`src/rtl/ukt_pkg.sv`:
```
// Package of the unique key table: sizes, request codes, FSM states and the
// control bundle broadcast to the cells. Depends on nothing.
package ukt_pkg;

    localparam int CAPACITY = 64;
    localparam int KEY_W    = 32;
    localparam int VAL_W    = 8;
    localparam int OUT_CNT_W = 7;
    localparam int IDX_W    = (CAPACITY > 1) ? $clog2(CAPACITY) : 1;
    localparam int CNT_W    = $clog2(CAPACITY + 1);
    localparam int IN_W     = 48;
    localparam int OUT_W    = 16;

    typedef enum logic [1:0] {
        OP_INSERT = 2'd0,
        OP_FIND   = 2'd1,
        OP_REMOVE = 2'd2
    } op_t;

    typedef enum logic {
        ST_IDLE   = 1'b0,
        ST_COMMIT = 1'b1
    } state_t;

    typedef struct packed {
        logic [KEY_W-1:0] key;
        logic [VAL_W-1:0] value;
        logic [CNT_W-1:0] count;
        logic [IDX_W-1:0] rem_idx;
        logic             do_insert;
        logic             do_remove;
    } ukt_ctrl_t;

endpackage

```
`src/rtl/ukt_cell.sv`:
```
// One slot of the unique key table: holds a key and a value, compares the
// broadcast key and takes its right neighbor's entry on a remove.
// Depends on ukt_pkg.
module ukt_cell (
    input  logic                      clk,
    input  logic [ukt_pkg::IDX_W-1:0] my_idx,
    input  ukt_pkg::ukt_ctrl_t        ctrl,
    input  logic [ukt_pkg::KEY_W-1:0] nbr_key,
    input  logic [ukt_pkg::VAL_W-1:0] nbr_value,
    output logic [ukt_pkg::KEY_W-1:0] key,
    output logic [ukt_pkg::VAL_W-1:0] value,
    output logic                      match
);
    import ukt_pkg::*;

    logic [KEY_W-1:0] key_reg, key_next;
    logic [VAL_W-1:0] value_reg, value_next;
    logic [CNT_W-1:0] idx_ext;
    logic [CNT_W-1:0] idx_inc;
    logic [CNT_W-1:0] rem_ext;

    assign idx_ext = CNT_W'(my_idx);
    assign idx_inc = idx_ext + CNT_W'(1);
    assign rem_ext = CNT_W'(ctrl.rem_idx);

    // Entries are packed, so a slot is valid exactly when it lies below the count.
    assign match = (idx_ext < ctrl.count) && (key_reg == ctrl.key);
    assign key   = key_reg;
    assign value = value_reg;

    always_comb
    begin
        key_next   = key_reg;
        value_next = value_reg;
        if (ctrl.do_insert && (idx_ext == ctrl.count))
        begin
            key_next   = ctrl.key;
            value_next = ctrl.value;
        end
        else if (ctrl.do_remove && (idx_ext >= rem_ext))
        begin
            if (idx_inc < ctrl.count)
            begin
                key_next   = nbr_key;
                value_next = nbr_value;
            end
            else if (idx_inc == ctrl.count)
            begin
                key_next   = '0;
                value_next = '0;
            end
        end
    end

    always_ff @(posedge clk)
    begin
        key_reg   <= key_next;
        value_reg <= value_next;
    end

endmodule

```
`config.mk`:
```
export PLATFORM = sky130hd
export DESIGN_NAME = ukt_cell
export DESIGN_NICKNAME = d
export VERILOG_FILES = /design/src/rtl/ukt_pkg.sv /design/src/rtl/ukt_cell.sv
export SDC_FILE = /design/constraint.sdc
export NUM_CORES = 1
export LEC_CHECK = 0
export BUFFER_PORTS_ARGS = -buffer_cell sky130_fd_sc_hd__buf_2
export CAP_MARGIN = 40
export CORE_UTILIZATION = 45
export CTS_CLUSTER_SIZE = 10
export DETAILED_ROUTE_END_ITERATION = 12
export PLACE_DENSITY_LB_ADDON = 0.05
export SLEW_MARGIN = 10
export SYNTH_ARGS = -nofsm -noshare
export SYNTH_HDL_FRONTEND = slang
export SYNTH_SLANG_ARGS = --single-unit
```
`constraint.sdc`:
```
create_clock -name clk -period 4.1 [get_ports clk]
set_input_delay 0.205 -clock clk [delete_from_list [all_inputs] [get_ports clk]]
set_output_delay 0.205 -clock clk [all_outputs]
set_load 0.005 [all_outputs]
```
==> results_dict.tcl <==
set metrics [dict create \
    synth_cell_types 30 \
    post_cts_resized 0 \
    p_sw_frac 0.277 \
    grt_overflow 0 \
    fp.dieArea_sq_um 6020 \
    maxCapViolCount 0 \
    drt.antenna.violating_nets 0 \
    p_leak_nw 1.54 \
    cts-buffers-inserted 5 \
    hp-class "input pin to register" \
    worstPathCellList "buf_2 -> inv_1 -> ha_1 -> nand4_1 -> nor3_4 -> a211o_1 -> o32ai_1 -> nor2b_4 -> buf_4" \
    power_density_nw_per_um2 318 \
    synth_top_cell_by_area "edfxtp_1" \
    syn_nets 332 \
    globalRouteMet3Util 0.0365 \
    path_buf_inv 3 \
    dr.pass1.iters 6 \
    cp_top_family "simple AND/OR/NAND/NOR gates" \
    synth_area_sq_um 2570 \
    area_delta_synth_final_pct 33.6 \
    io_pins 143 \
    num_rows 27 \
    placed_cells 420 \
    slew_headroom 0.580 \
    cts-hold-fix-buffers 0 \
    grt_pass1_wl_mm 10.2 \
    grt_pass1_vias 2172 \
    start_util 0.467 \
    use_met2 0.388 \
    num_vias 2225 \
    tightest_slew_ns 0.628 \
    cts_sinks 40 \
    crit_start "my_idx[0]" \
    largest_reg_flops 32 \
    grt.total_usage 0.218 \
    setup_viol 0 \
    stdcell_count 428 \
    seqPwrFrac 0.497 \
    ys_seq_area_frac 0.467 \
    nNetsFinal 477 \
    utilization 0.623 \
    antenna_found_initial 0 \
    p_switching_mw 0.302 \
    io_buffers 142 \
    fin_setup_tns_ns 0 \
    power_frac_comb 0.273 \
    ys.flop_type "edfxtp_1" \
    drive_gt1_frac 0.449 \
    postSynthAreaPerCell_sq_um 12.2 \
    routabilityCongestion 0.854 \
    async_flop_share 0 \
    place_hpwl_mm 5.07 \
    wl_mm 6.41 \
    syn_inst 210 \
    route.detailed.vias_per_inst 5.20 \
    synthTopCellsByArea "edfxtp_1 47%, a22o_1 14%, ha_1 9.7%" \
    drt_iter0_markers 90 \
    endpoint "key[15]" \
    power.total_mw 1.09 \
    critical_path_required_ns 4.05 \
    critPathLaunchType "input pin" \
    post-route-period-util 0.595 \
    p_int_mw 0.788 \
    die_h_um 77.6 \
    n_antenna_cell 0 \
    htreeDepth 2 \
    yosysTopAreaCellShare 0.467 \
    use_met1 0.275 \
    cts_buffer_depth 2 \
    run_status "finished, final reports clean" \
    clkTransAtPathRegs_ns 0.08 \
    end_kind "register" \
    netlist_top_cells_count "40 x a22o_1, 40 x edfxtp_1, 21 x xnor2_1" \
    clkPwrFrac 0.230 \
    synth_edf_count 40 \
    crit_type "input pin to register" \
    ir_drop_uv 133 \
    min_period_ns 2.44 \
    cts_root_buffer "clkbuf_8" \
    chipWidth_um 77.6 \
    place_ws_ns 1.32 \
    cts_setup_buffers 0 \
    cts_tree "built" \
    crit_cells 9 \
    cpMaxStageDelayCell "nor3_4" \
    grt_busiest_layer "met2" \
    wl_per_cell_um 15.0 \
    clock.fmax_mhz 410 \
    yosys_warnings 0 \
    critPathArrivalTime_ns 2.39 \
    drc 0 \
    hold_violations 0 \
    ys_ff_latch 40 \
    grt_max_degree 33 \
    slew_viol_final 0 \
    rsz0062_at_grt "false" \
    critPathMaxFanout 32 \
    coreArea_sq_um 5510 \
    critPathMaxStageDelay_ns 0.49 \
    setup_slack_ns 1.66 \
]
[routing by layer]
metal	vias up	part of all wire
li1	1097	-
met1	1038	0.44
met2	85	0.50
met3	5	0.056
met4	0	0.0072
met5	-	0
[kinds of logic after synthesis]
group,synth area share
AO/OA/AOI/OAI,0.174
XOR/XNOR,0.123
buffers and inverters,0.0458
adder cells (fa/ha/maj),0.0974
AND/OR/NAND/NOR,0.0930
flip-flops,0.467
[layout make-up]
class,instances,area [sq um]
repair buffers,146,741
multi-input cells,148,1260
well taps,72,90.1
clock buffers,6,72.6
fillers,473,2070
clock inverters,2,11.3
flip-flops and latches,40,1200
inverters,14,52.6
[power groups by stage]
stage	clock [mW]	combinational (mW)	sequential (mW)
after global placement	0	0.296	0.549
after global routing	0.271	0.330	0.547
after floorplan	0	0.161	0.556
after CTS	0.258	0.300	0.542
final	0.251	0.298	0.542
after detailed placement	0	0.298	0.550
[placed cells by master (no fill, tap or decap), drive strengths merged, types with 2 or more instances in the layout]
master,count
ha,20
nand2,7
inv,14
a22o,40
nand3,4
nor2,2
xor2,15
nor4,4
nor3,6
and3,2
nor2b,3
clkbuf,6
o21ai,3
buf,146
xnor2,21
nand4,7
edfxtp,40
a21oi,8
[worst min-delay path by stage]
| stage | slack (ns) | cells after the start | end | startpoint |
|---|---|---|---|---|
| after floorplan | 0.41 | 1 | key[0] | ctrl[23] |
| after global placement | 0.50 | 2 | value[0] | ctrl[15] |
| after detailed placement | 0.50 | 2 | key[15] | nbr_key[15] |
| after CTS | 0.20 | 2 | key[5] | nbr_key[5] |
| after global routing | 0.20 | 2 | key[5] | nbr_key[5] |
| final | 0.20 | 2 | key[5] | nbr_key[5] |
[through the flow]
stage | hold slack, ns | area [sq um]
2_1_floorplan | 0.407 | 2570
3_3_place_gp | 0.496 | 3350
3_5_place_dp | 0.502 | 3350
4_1_cts | 0.197 | 3430
5_1_grt | 0.199 | 3430
6_report | 0.205 | 3430
Power figures use the tool's default switching activity.
